File: src/rtl/tls_sni_pkg.sv
// Package: shared types and constants for the TLS SNI host name extractor.
`default_nettype none

package tls_sni_pkg;

  // Bytes of record header ahead of the handshake message.
  localparam int unsigned RECORD_HEADER_BYTES = 5;
  // Handshake header, client version and random.
  localparam int unsigned FIXED_HELLO_BYTES   = 38;
  // Server name entry type for a host name.
  localparam logic [7:0]  SNI_TYPE_HOST       = 8'h00;

  // Width of the bounds arithmetic: offset + 4 + 16-bit length never overflows it.
  localparam int unsigned CALC_W = 19;
  typedef logic [CALC_W-1:0] calc_t;

  typedef enum logic [3:0] {
    PH_FIXED = 4'd0,
    PH_CS_HI = 4'd1,
    PH_CS_LO = 4'd2,
    PH_CM    = 4'd3,
    PH_EL_HI = 4'd4,
    PH_EL_LO = 4'd5,
    PH_ET0   = 4'd6,
    PH_ET1   = 4'd7,
    PH_XLH   = 4'd8,
    PH_XLL   = 4'd9,
    PH_SN_T  = 4'd10,
    PH_SN_LH = 4'd11,
    PH_SN_LL = 4'd12,
    PH_NAME  = 4'd13,
    PH_IDLE  = 4'd14
  } phase_e;

  typedef enum logic {
    KIND_NAME_BYTE = 1'b0,
    KIND_NO_NAME   = 1'b1
  } kind_e;

  typedef struct packed {
    logic [7:0]  data_byte;
    logic [15:0] packet_length;
    logic        end_of_packet;
  } in_item_t;

  typedef struct packed {
    kind_e      result_kind;
    logic [7:0] name_byte;
    logic       name_last;
  } result_t;

endpackage

`default_nettype wire

File: src/rtl/tls_sni_in_reg.sv
// Input register: holds one accepted payload byte until the parser takes it.
`default_nettype none

module tls_sni_in_reg (
  input  wire logic                  clk_i,
  input  wire logic                  rst_ni,
  input  wire logic                  in_valid_i,
  output logic                       in_stall_o,
  input  wire logic [7:0]            data_byte_i,
  input  wire logic [15:0]           packet_length_i,
  input  wire logic                  end_of_packet_i,
  input  wire logic                  take_i,
  output logic                       valid_o,
  output tls_sni_pkg::in_item_t      item_o
);

  logic                  valid_q, valid_d;
  logic                  load;
  tls_sni_pkg::in_item_t item_q;

  // Full and not drained this cycle: hold off the sender.
  assign in_stall_o = valid_q && !take_i;
  assign load       = in_valid_i && !in_stall_o;

  always_comb begin
    valid_d = valid_q;
    if (load) begin
      valid_d = 1'b1;
    end else if (take_i) begin
      valid_d = 1'b0;
    end
  end

  always_ff @(posedge clk_i or negedge rst_ni) begin
    if (!rst_ni) begin
      valid_q <= 1'b0;
    end else begin
      valid_q <= valid_d;
    end
  end

  always_ff @(posedge clk_i) begin
    if (load) begin
      item_q.data_byte     <= data_byte_i;
      item_q.packet_length <= packet_length_i;
      item_q.end_of_packet <= end_of_packet_i;
    end
  end

  assign valid_o = valid_q;
  assign item_o  = item_q;

endmodule

`default_nettype wire

File: src/rtl/tls_sni_parser.sv
// Parser: ClientHello walk state, bounds checks and per-byte result.
`default_nettype none

module tls_sni_parser (
  input  wire logic                  clk_i,
  input  wire logic                  rst_ni,
  input  wire logic                  step_i,
  input  wire tls_sni_pkg::in_item_t item_i,
  output logic                       res_valid_o,
  output tls_sni_pkg::result_t       res_o
);

  localparam tls_sni_pkg::calc_t HdrEnd = tls_sni_pkg::calc_t'(
      tls_sni_pkg::RECORD_HEADER_BYTES + tls_sni_pkg::FIXED_HELLO_BYTES);

  tls_sni_pkg::phase_e phase_q, phase_d;
  logic [15:0] offset_q, offset_d;
  logic [16:0] sect_end_q, sect_end_d;
  logic [7:0]  len_hi_q, len_hi_d;
  logic [16:0] ext_end_q, ext_end_d;
  logic [16:0] entry_end_q, entry_end_d;
  logic        name_emitted_q, name_emitted_d;

  logic        emit;
  logic        last;

  tls_sni_pkg::calc_t off, plen, se;
  assign off  = tls_sni_pkg::calc_t'(offset_q);
  assign plen = tls_sni_pkg::calc_t'(item_i.packet_length);
  assign se   = tls_sni_pkg::calc_t'(sect_end_q);

  // Next state and datapath registers
  always_comb begin
    tls_sni_pkg::calc_t nx;
    tls_sni_pkg::calc_t len;
    tls_sni_pkg::calc_t start;
    logic [7:0]         b;

    b              = item_i.data_byte;
    nx             = '0;
    len            = '0;
    start          = '0;
    phase_d        = phase_q;
    offset_d       = offset_q;
    sect_end_d     = sect_end_q;
    len_hi_d       = len_hi_q;
    ext_end_d      = ext_end_q;
    entry_end_d    = entry_end_q;
    name_emitted_d = name_emitted_q;

    if (step_i) begin
      unique case (phase_q)
        tls_sni_pkg::PH_FIXED: begin
          if (off == HdrEnd) begin
            nx = HdrEnd + 1 + tls_sni_pkg::calc_t'(b);
            if ((HdrEnd + 1 > plen) || (nx + 2 > plen)) begin
              phase_d = tls_sni_pkg::PH_IDLE;
            end else begin
              sect_end_d = nx[16:0];
              phase_d    = tls_sni_pkg::PH_CS_HI;
            end
          end
        end
        tls_sni_pkg::PH_CS_HI: begin
          if (off == se) begin
            len_hi_d = b;
            phase_d  = tls_sni_pkg::PH_CS_LO;
          end
        end
        tls_sni_pkg::PH_CS_LO: begin
          nx = se + 2 + tls_sni_pkg::calc_t'({len_hi_q, b});
          if (nx + 1 > plen) begin
            phase_d = tls_sni_pkg::PH_IDLE;
          end else begin
            sect_end_d = nx[16:0];
            phase_d    = tls_sni_pkg::PH_CM;
          end
        end
        tls_sni_pkg::PH_CM: begin
          if (off == se) begin
            nx = se + 1 + tls_sni_pkg::calc_t'(b);
            if (nx + 2 > plen) begin
              phase_d = tls_sni_pkg::PH_IDLE;
            end else begin
              sect_end_d = nx[16:0];
              phase_d    = tls_sni_pkg::PH_EL_HI;
            end
          end
        end
        tls_sni_pkg::PH_EL_HI: begin
          if (off == se) begin
            len_hi_d = b;
            phase_d  = tls_sni_pkg::PH_EL_LO;
          end
        end
        tls_sni_pkg::PH_EL_LO: begin
          nx  = se + 2;
          len = tls_sni_pkg::calc_t'({len_hi_q, b});
          // list shorter than one extension header is rejected too
          if ((nx + len > plen) || (len < 4)) begin
            phase_d = tls_sni_pkg::PH_IDLE;
          end else begin
            ext_end_d  = 17'(nx + len);
            sect_end_d = nx[16:0];
            phase_d    = tls_sni_pkg::PH_ET0;
          end
        end
        tls_sni_pkg::PH_ET0: begin
          if (off == se) begin
            len_hi_d = b;
            phase_d  = tls_sni_pkg::PH_ET1;
          end
        end
        tls_sni_pkg::PH_ET1: begin
          // flag: extension type is server_name
          len_hi_d = {7'd0, (len_hi_q == 8'd0) && (b == 8'd0)};
          phase_d  = tls_sni_pkg::PH_XLH;
        end
        tls_sni_pkg::PH_XLH: begin
          entry_end_d = {9'd0, b};
          phase_d     = tls_sni_pkg::PH_XLL;
        end
        tls_sni_pkg::PH_XLL: begin
          len   = tls_sni_pkg::calc_t'({entry_end_q[7:0], b});
          start = se + 4;
          nx    = start + len;
          if (len_hi_q != 8'd0) begin
            if ((nx > tls_sni_pkg::calc_t'(ext_end_q)) || (start + 5 >= nx)) begin
              phase_d = tls_sni_pkg::PH_IDLE;
            end else begin
              entry_end_d = nx[16:0];
              sect_end_d  = 17'(start + 2);
              phase_d     = tls_sni_pkg::PH_SN_T;
            end
          end else begin
            if (nx + 4 > tls_sni_pkg::calc_t'(ext_end_q)) begin
              phase_d = tls_sni_pkg::PH_IDLE;
            end else begin
              sect_end_d = nx[16:0];
              phase_d    = tls_sni_pkg::PH_ET0;
            end
          end
        end
        tls_sni_pkg::PH_SN_T: begin
          if (off == se) begin
            len_hi_d = {7'd0, b == tls_sni_pkg::SNI_TYPE_HOST};
            phase_d  = tls_sni_pkg::PH_SN_LH;
          end
        end
        tls_sni_pkg::PH_SN_LH: begin
          ext_end_d = {9'd0, b};
          phase_d   = tls_sni_pkg::PH_SN_LL;
        end
        tls_sni_pkg::PH_SN_LL: begin
          len = tls_sni_pkg::calc_t'({ext_end_q[7:0], b});
          nx  = se + 3 + len;
          if (nx > tls_sni_pkg::calc_t'(entry_end_q)) begin
            phase_d = tls_sni_pkg::PH_IDLE;
          end else if (len_hi_q != 8'd0) begin
            if (len == '0) begin
              phase_d = tls_sni_pkg::PH_IDLE;
            end else begin
              sect_end_d = nx[16:0];
              phase_d    = tls_sni_pkg::PH_NAME;
            end
          end else begin
            if (nx + 3 >= tls_sni_pkg::calc_t'(entry_end_q)) begin
              phase_d = tls_sni_pkg::PH_IDLE;
            end else begin
              sect_end_d = nx[16:0];
              phase_d    = tls_sni_pkg::PH_SN_T;
            end
          end
        end
        tls_sni_pkg::PH_NAME: begin
          name_emitted_d = 1'b1;
          if (last) begin
            phase_d = tls_sni_pkg::PH_IDLE;
          end
        end
        default: begin
        end
      endcase

      if (item_i.end_of_packet) begin
        phase_d        = tls_sni_pkg::PH_FIXED;
        offset_d       = '0;
        sect_end_d     = '0;
        len_hi_d       = '0;
        ext_end_d      = '0;
        entry_end_d    = '0;
        name_emitted_d = 1'b0;
      end else if (offset_q != 16'hFFFF) begin
        offset_d = offset_q + 16'd1;
      end
    end
  end

  // Outputs
  always_comb begin
    emit = 1'b0;
    last = 1'b0;
    unique case (phase_q)
      tls_sni_pkg::PH_NAME: begin
        emit = 1'b1;
        last = (off + 1 >= se);
      end
      default: begin
      end
    endcase

    res_valid_o = step_i && (emit || (item_i.end_of_packet && !name_emitted_q));
    if (emit) begin
      res_o.result_kind = tls_sni_pkg::KIND_NAME_BYTE;
      res_o.name_byte   = item_i.data_byte;
      res_o.name_last   = last || item_i.end_of_packet;
    end else begin
      res_o.result_kind = tls_sni_pkg::KIND_NO_NAME;
      res_o.name_byte   = 8'd0;
      res_o.name_last   = 1'b0;
    end
  end

  always_ff @(posedge clk_i or negedge rst_ni) begin
    if (!rst_ni) begin
      phase_q        <= tls_sni_pkg::PH_FIXED;
      offset_q       <= '0;
      sect_end_q     <= '0;
      len_hi_q       <= '0;
      ext_end_q      <= '0;
      entry_end_q    <= '0;
      name_emitted_q <= 1'b0;
    end else begin
      phase_q        <= phase_d;
      offset_q       <= offset_d;
      sect_end_q     <= sect_end_d;
      len_hi_q       <= len_hi_d;
      ext_end_q      <= ext_end_d;
      entry_end_q    <= entry_end_d;
      name_emitted_q <= name_emitted_d;
    end
  end

endmodule

`default_nettype wire

File: src/rtl/tls_sni_out_reg.sv
// Output register: holds one result item until the receiver takes it.
`default_nettype none

module tls_sni_out_reg (
  input  wire logic                 clk_i,
  input  wire logic                 rst_ni,
  input  wire logic                 load_i,
  input  wire tls_sni_pkg::result_t res_i,
  output logic                      free_o,
  output logic                      out_valid_o,
  input  wire logic                 out_stall_i,
  output tls_sni_pkg::result_t      res_o
);

  logic                 valid_q, valid_d;
  tls_sni_pkg::result_t res_q;

  // Empty, or the held item leaves at this edge.
  assign free_o = !valid_q || !out_stall_i;

  always_comb begin
    valid_d = valid_q;
    if (load_i) begin
      valid_d = 1'b1;
    end else if (!out_stall_i) begin
      valid_d = 1'b0;
    end
  end

  always_ff @(posedge clk_i or negedge rst_ni) begin
    if (!rst_ni) begin
      valid_q <= 1'b0;
    end else begin
      valid_q <= valid_d;
    end
  end

  always_ff @(posedge clk_i) begin
    if (load_i) begin
      res_q <= res_i;
    end
  end

  assign out_valid_o = valid_q;
  assign res_o       = res_q;

endmodule

`default_nettype wire

File: src/rtl/tls_sni_hostname_extractor_top.sv
// Top level: TLS ClientHello SNI host name extractor, one byte per cycle unless stalled.
`default_nettype none

// Channel   Direction  Handshake                 Payload
// ------    ---------  ------------------------  ------------------------------------------
// in        receive    in_valid_i / in_stall_o   data_byte_i, packet_length_i, end_of_packet_i
// out       send       out_valid_o / out_stall_i result_kind_o, name_byte_o, name_last_o
//
// One item in per cycle unless the receiver stalls. Each byte passes through the
// input register, then the parser logic feeding the output register.
// Each byte yields zero or one result item; the in and out registers are the only buffers.
// in_stall_o rises only when both the input register and the output register are
// full and the receiver stalls.
// Reset (rst_ni low, asynchronous) clears all valid flags and the parse state.

module tls_sni_hostname_extractor_top (
  input  wire logic        clk_i,
  input  wire logic        rst_ni,
  // payload bytes
  input  wire logic        in_valid_i,
  output logic             in_stall_o,
  input  wire logic [7:0]  data_byte_i,
  input  wire logic [15:0] packet_length_i,
  input  wire logic        end_of_packet_i,
  // host name bytes / no-name marker
  output logic             out_valid_o,
  input  wire logic        out_stall_i,
  output logic             result_kind_o,
  output logic [7:0]       name_byte_o,
  output logic             name_last_o
);

  logic                  item_valid;
  tls_sni_pkg::in_item_t item;
  logic                  out_free;
  logic                  step;
  logic                  res_valid;
  tls_sni_pkg::result_t  res;
  tls_sni_pkg::result_t  res_out;

  // The held byte is parsed whenever the output register can take its result.
  assign step = item_valid && out_free;

  tls_sni_in_reg u_in_reg (
    .clk_i           (clk_i),
    .rst_ni          (rst_ni),
    .in_valid_i      (in_valid_i),
    .in_stall_o      (in_stall_o),
    .data_byte_i     (data_byte_i),
    .packet_length_i (packet_length_i),
    .end_of_packet_i (end_of_packet_i),
    .take_i          (step),
    .valid_o         (item_valid),
    .item_o          (item)
  );

  tls_sni_parser u_parser (
    .clk_i       (clk_i),
    .rst_ni      (rst_ni),
    .step_i      (step),
    .item_i      (item),
    .res_valid_o (res_valid),
    .res_o       (res)
  );

  tls_sni_out_reg u_out_reg (
    .clk_i       (clk_i),
    .rst_ni      (rst_ni),
    .load_i      (res_valid),
    .res_i       (res),
    .free_o      (out_free),
    .out_valid_o (out_valid_o),
    .out_stall_i (out_stall_i),
    .res_o       (res_out)
  );

  assign result_kind_o = res_out.result_kind;
  assign name_byte_o   = res_out.name_byte;
  assign name_last_o   = res_out.name_last;

endmodule

`default_nettype wire
File: config.mk
export PLATFORM = sky130hd
export DESIGN_NAME = tls_sni_hostname_extractor_top
export DESIGN_NICKNAME = d
export VERILOG_FILES = /design/src/rtl/tls_sni_pkg.sv /design/src/rtl/tls_sni_in_reg.sv /design/src/rtl/tls_sni_parser.sv /design/src/rtl/tls_sni_out_reg.sv /design/src/rtl/tls_sni_hostname_extractor_top.sv
export SDC_FILE = /design/constraint.sdc
export NUM_CORES = 1
export LEC_CHECK = 0
export ABC_CLOCK_PERIOD_IN_PS = 7200
export BUFFER_PORTS_ARGS = -buffer_cell sky130_fd_sc_hd__buf_2
export CORE_MARGIN = 2
export CORE_UTILIZATION = 40
export DETAILED_ROUTE_END_ITERATION = 10
export PLACE_DENSITY = 0.6
export REMOVE_ABC_BUFFERS = 1
export SLEW_MARGIN = 20
export SYNTH_ARGS = -nofsm -noshare
export SYNTH_HDL_FRONTEND = slang
export SYNTH_SLANG_ARGS = --single-unit
export TNS_END_PERCENT = 5
File: constraint.sdc
create_clock -name clk_i -period 7.2 [get_ports clk_i]
set_input_delay 0.36 -clock clk_i [delete_from_list [all_inputs] [get_ports clk_i]]
set_output_delay 0.36 -clock clk_i [all_outputs]
set_load 0.005 [all_outputs]
==> impl_results.html <==
<table>
<tr><th>Metric</th><th>Value</th></tr>
<tr><th colspan="2">Placement</th></tr>
<tr><td>Detailed Place HPWL</td><td>53.69 mm</td></tr>
<tr><td>Count of input and output buffers</td><td>40</td></tr>
<tr><td>Worst setup slack after placement</td><td>339.0 ps</td></tr>
<tr><td>Last weighted congestion value of the routability-driven placer</td><td>1.067</td></tr>
<tr><th colspan="2">Worst setup path</th></tr>
<tr><td>Count of cells along the worst register-to-register path</td><td>21</td></tr>
<tr><td>Data arrival time of the critical path</td><td>around 7300 ps</td></tr>
<tr><td>Crit-path cells</td><td>nand3_1, nor4_2, nand2_1, xnor2_1, ha_1, nand2_1, nor2_1, a221o_1, a21oi_1, xnor2_1, ha_1, nor2b_1, o21ai_0, nand2b_1, a221o_1, a32o_1, or3_1, a221o_1, a221o_1, o21bai_4, mux2_4</td></tr>
<tr><td>CP Class</td><td>reg -&gt; reg</td></tr>
<tr><td>Critical path endpoint category</td><td>flop</td></tr>
<tr><td>Endpoint of the lowest-slack register-to-register path</td><td>u_parser.sect_end_q[12]$_DFFE_PN0P_</td></tr>
<tr><td>Worst flop-to-flop path startpoint</td><td>u_parser.sect_end_q[5]$_DFFE_PN0P_</td></tr>
<tr><td>Type of origin of the critical path</td><td>flop</td></tr>
<tr><td>Biggest cell delay along the critical path</td><td>approximately 600 ps</td></tr>
<tr><td>Maximum net fanout on the critical path</td><td>16</td></tr>
<tr><td>Library cell contributing the largest single delay on the critical path</td><td>sky130_fd_sc_hd__dfrtp_1</td></tr>
<tr><td>Origin of the worst setup path</td><td>u_parser.sect_end_q[5]$_DFFE_PN0P_</td></tr>
<tr><td>Critical path data required time</td><td>roughly 7600 ps</td></tr>
<tr><td>Reg-to-reg slack, setup</td><td>approximately 240 ps</td></tr>
<tr><td>Cell repeated most along the worst path</td><td>sky130_fd_sc_hd__a221o_1</td></tr>
<tr><th colspan="2">Power</th></tr>
<tr><td>Worst vdd rail ir drop</td><td>between 0.2 and 0.3 mV</td></tr>
<tr><td>Total power draw</td><td>around 7.7 mW</td></tr>
<tr><td>Static Leakage</td><td>8.046 nW</td></tr>
<tr><td>Power density over the cells</td><td>around 420 nW/um2</td></tr>
<tr><th colspan="2">Layout</th></tr>
<tr><td>Number of nets at the end of the flow</td><td>2,397</td></tr>
<tr><td>Area used by multi-input combinational logic</td><td>~12,000 um2</td></tr>
<tr><td>Area added between synthesis and finish</td><td>11.75%</td></tr>
<tr><td>Commonest non-fill, non-tap cell in the layout</td><td>sky130_fd_sc_hd__ha_1</td></tr>
<tr><td>Layout filler cell count</td><td>roughly 4,100</td></tr>
<tr><td>Proportion of layout cells with a drive suffix above 1</td><td>0.1160</td></tr>
<tr><td>Leading cell types in the layout, fill and taps excluded</td><td>sky130_fd_sc_hd__ha_1 (230), sky130_fd_sc_hd__nand2_1 (197), sky130_fd_sc_hd__xnor2_1 (153)</td></tr>
<tr><td>Sequential cell area</td><td>3104 um2</td></tr>
<tr><th colspan="2">Global route</th></tr>
<tr><td>Wire length of the first global-routing pass</td><td>approximately 100 mm</td></tr>
<tr><td>Initial antenna violation count</td><td>0</td></tr>
<tr><td>Global-route total usage across every layer</td><td>0.3124</td></tr>
<tr><td>Maximum number of pins on one net before global-route repair</td><td>around 60</td></tr>
<tr><td>Overall overflow remaining after global route</td><td>0</td></tr>
<tr><td>Vias in the first global route</td><td>about 16,000</td></tr>
<tr><th colspan="2">Timing</th></tr>
<tr><td>Crit path time final</td><td>slightly below 7000 ps</td></tr>
<tr><td>Fin worst setup slack</td><td>approximately 240 ps</td></tr>
<tr><td>Post-route fraction of the period consumed by the critical path</td><td>0.9665</td></tr>
<tr><td>Final Max Slew Viols</td><td>0</td></tr>
<tr><td>Headroom to the max-slew limit</td><td>0.2612</td></tr>
<tr><td>Final Setup Violations</td><td>0</td></tr>
<tr><td>Top achievable clock speed</td><td>around 140 MHz</td></tr>
<tr><td>Tightest Pin Transition</td><td>1108 ps</td></tr>
<tr><td>Max Clock Skew</td><td>approximately 19 ps</td></tr>
<tr><td>Final Hold Viols</td><td>0</td></tr>
<tr><th colspan="2">CTS</th></tr>
<tr><td>CTS Buffer Depth</td><td>2</td></tr>
<tr><td>Clock root buffer</td><td>sky130_fd_sc_hd__clkbuf_16</td></tr>
<tr><td>Clock transition time at the flip-flop clock pins of the worst setup and hold paths</td><td>~70 ps</td></tr>
<tr><td>Deepest level of the CTS H-tree</td><td>4</td></tr>
<tr><td>Sinks on the clock net</td><td>about 120</td></tr>
<tr><td>Insertion delay to the later sink of the worst-skew pair</td><td>between 400 and 500 ps</td></tr>
<tr><td>Clock buffers created by TritonCTS</td><td>17</td></tr>
<tr><td>CTS tree</td><td>yes</td></tr>
<tr><th colspan="2">Yosys</th></tr>
<tr><td>Yosys warning total</td><td>0</td></tr>
<tr><td>Post-synthesis share of cell area spent on full adders, half adders and majority gates</td><td>0.1812</td></tr>
<tr><td>Sequential share of the synthesized area</td><td>0.1901</td></tr>
<tr><td>Number of synthesized flops with an enable pin</td><td>35</td></tr>
<tr><td>Register bit count reported by yosys</td><td>117</td></tr>
<tr><td>Count of distinct cell types in the synthesized netlist</td><td>99</td></tr>
<tr><td>Synth async-reset ratio</td><td>0.7009</td></tr>
<tr><td>Complex-gate fraction of the synthesized area</td><td>0.2253</td></tr>
<tr><td>Post-synthesis instance area</td><td>16,320 um2</td></tr>
<tr><td>Mux contribution to synthesized area</td><td>0.02438</td></tr>
<tr><td>Gate count after technology mapping</td><td>2,050</td></tr>
<tr><td>XOR/XNOR Fraction of Synth Area</td><td>0.1168</td></tr>
<tr><td>Main synth FF type</td><td>sky130_fd_sc_hd__dfrtp_1</td></tr>
<tr><td>Mapped Avg Cell Area</td><td>between 7 and 8 um2</td></tr>
<tr><td>Area fraction in and, or, nand and nor cells after synthesis</td><td>0.2097</td></tr>
<tr><td>Largest family of logic cells by synthesized area</td><td>compound AO/OA/AOI/OAI gates</td></tr>
<tr><th colspan="2">Detailed routing</th></tr>
<tr><td>Via count</td><td>approximately 16,000</td></tr>
<tr><td>Count of TritonRoute iterations in the first routing pass</td><td>6</td></tr>
<tr><td>Final wirelength</td><td>between 60 and 70 mm</td></tr>
<tr><td>WL/cell</td><td>roughly 25 um</td></tr>
<tr><td>Via density per instance</td><td>around 6.2</td></tr>
<tr><td>Post-route antenna net violation count</td><td>0</td></tr>
<tr><td>Remaining design rule violation count</td><td>0</td></tr>
<tr><td>DRT iter0 DRCs</td><td>a little under 2,000</td></tr>
<tr><th colspan="2">Min path</th></tr>
<tr><td>HP Start</td><td>packet_length_i[0]</td></tr>
<tr><td>Cell depth of the worst min-delay path</td><td>1</td></tr>
<tr><td>Type of the tightest min-delay check</td><td>in -&gt; reg</td></tr>
<tr><td>Endpoint with the worst hold slack</td><td>u_in_reg.item_o[1]$_DFFE_PP_</td></tr>
<tr><th colspan="2">Die</th></tr>
<tr><td>Chip height</td><td>~210 um</td></tr>
<tr><td>Site Rows</td><td>73</td></tr>
<tr><td>Die Outline Area</td><td>around 42,000 um2</td></tr>
<tr><td>Top-Level Pins</td><td>41</td></tr>
<tr><td>Core box area</td><td>about 40,000 um2</td></tr>
<tr><td>Horizontal die dimension</td><td>about 210 um</td></tr>
<tr><td>Starting Density</td><td>0.4079</td></tr>
<tr><th colspan="2">Flow run</th></tr>
<tr><td>Max cap viols</td><td>0</td></tr>
<tr><th colspan="2">Status</th></tr>
<tr><td>Outcome</td><td>complete, no violations</td></tr>
</table>
[stage by stage]
stage,hold slack (ps),std cells,cell area [um2],setup TNS [ps],util
detailed placement,304.0,2638,17630,0,0.4406
global route,27.74,2672,18240,-102.4,0.4558
floorplan,64.41,1972,16000,0,-
global placement,297.5,2638,17630,0,0.4406
CTS,14.32,2671,18190,0,0.4547
finish,45.59,2673,18240,0,0.4559
[sequential cells by signal, indices dropped and copies added (netlist names)]
| signal | flops |
|---|---|
| u_parser.ext_end_q | 17 |
| u_parser.sect_end_q | 17 |
| u_out_reg.out_valid_o | 1 |
| u_out_reg.res_o | 10 |
| u_parser.entry_end_q | 17 |
| u_parser.phase_q | 4 |
| u_parser.len_hi_q | 8 |
| u_parser.name_emitted_q | 1 |
| u_in_reg.item_o | 25 |
| u_parser.offset_q | 16 |
| u_in_reg.valid_o | 1 |
[critical path, delay by kind of cell, from the launching register on]
family	cells	cell delay (ps)
AO/OA/AOI/OAI	8	2310
AND/OR/NAND/NOR	8	1750
XOR/XNOR	2	970
adder cells (fa/ha/maj)	2	790
flip-flops	1	600
multiplexers	1	380
[kinds of logic after synthesis]
family                   count (synthesis)
AND/OR/NAND/NOR                        682
AO/OA/AOI/OAI                          546
adder cells (fa/ha/maj)                234
buffers and inverters                  220
XOR/XNOR                               215
flip-flops                             117
multiplexers                            35
other                                    1
[area by class of cell]
type,instances,area share
Antenna cell,1,0.0001372
Timing Repair Buffer,143,0.05365
Clock buffer,21,0.02641
Clock inverter,11,0.003911
Sequential cell,117,0.1702
Tap cell,525,0.03602
Multi-Input combinational cell,1714,0.6805
Inverter,141,0.02916
[worst max path at each step]
stage / endpoint / slack (ps)
final: u_parser.sect_end_q[12]$_DFFE_PN0P_ / 240
after global routing: u_parser.sect_end_q[12]$_DFFE_PN0P_ / -30
after CTS: u_parser.sect_end_q[12]$_DFFE_PN0P_ / 280
after detailed placement: u_parser.sect_end_q[10]$_DFFE_PN0P_ / 340
after global placement: u_parser.sect_end_q[14]$_DFFE_PN0P_ / 480
after floorplan: u_parser.sect_end_q[10]$_DFFE_PN0P_ / 1100
[report_power, final]
part           internal [mW]  leakage, nW  total (mW)  switching, mW
combinational           2.24         6.34        5.79           3.55
sequential             0.810         1.43        1.02          0.212
clock                  0.475        0.271       0.849          0.374
[routing by layer]
| layer | up-vias | part of all wire | global-route usage |
|---|---|---|---|
| met5 | - | 0 | 0 |
| met4 | 0 | 0.059 | 0.1724 |
| met3 | 182 | 0.080 | 0.06023 |
| met2 | 795 | 0.44 | 0.4805 |
| met1 | 7808 | 0.43 | 0.4107 |
| li1 | 7655 | - | - |
[timing repair]
item	4_1_cts	5_1_grt
buffers inserted	0	1
hold buffers	1	0
endpoints found under the setup margin	0	16
hold endpoints to repair	24	0
gates resized for setup	0	6
[synth_stat cells (8+ instances only)]
master	n	share of area
sky130_fd_sc_hd__nand2b_1	21	0.0081
sky130_fd_sc_hd__a22oi_1	14	0.0064
sky130_fd_sc_hd__o31ai_1	34	0.016
sky130_fd_sc_hd__and3_1	21	0.0081
sky130_fd_sc_hd__clkbuf_1	59	0.014
sky130_fd_sc_hd__a211oi_1	26	0.012
sky130_fd_sc_hd__nand3_1	58	0.018
sky130_fd_sc_hd__a21oi_1	137	0.042
sky130_fd_sc_hd__o211ai_1	22	0.010
sky130_fd_sc_hd__nand2_1	197	0.045
sky130_fd_sc_hd__dfrtp_1	82	0.13
sky130_fd_sc_hd__edfxtp_1	35	0.064
sky130_fd_sc_hd__a211o_1	10	0.0054
sky130_fd_sc_hd__mux2i_1	12	0.0074
sky130_fd_sc_hd__ha_1	230	0.18
sky130_fd_sc_hd__nor3_1	46	0.014
sky130_fd_sc_hd__xor2_1	58	0.031
sky130_fd_sc_hd__mux2_2	18	0.012
sky130_fd_sc_hd__a221oi_1	8	0.0043
sky130_fd_sc_hd__buf_2	14	0.0043
sky130_fd_sc_hd__inv_1	137	0.032
sky130_fd_sc_hd__and2_1	30	0.012
sky130_fd_sc_hd__or3_1	12	0.0046
sky130_fd_sc_hd__a31oi_1	17	0.0065
sky130_fd_sc_hd__a21o_1	41	0.019
sky130_fd_sc_hd__nor4_1	35	0.013
sky130_fd_sc_hd__o21ai_0	113	0.035
sky130_fd_sc_hd__o21a_1	27	0.012
sky130_fd_sc_hd__nor2b_1	27	0.010
sky130_fd_sc_hd__nor2_1	145	0.033
sky130_fd_sc_hd__xnor2_1	154	0.083
sky130_fd_sc_hd__nand4_1	46	0.018
No activity file was read; power rests on OpenSTA's default activity.
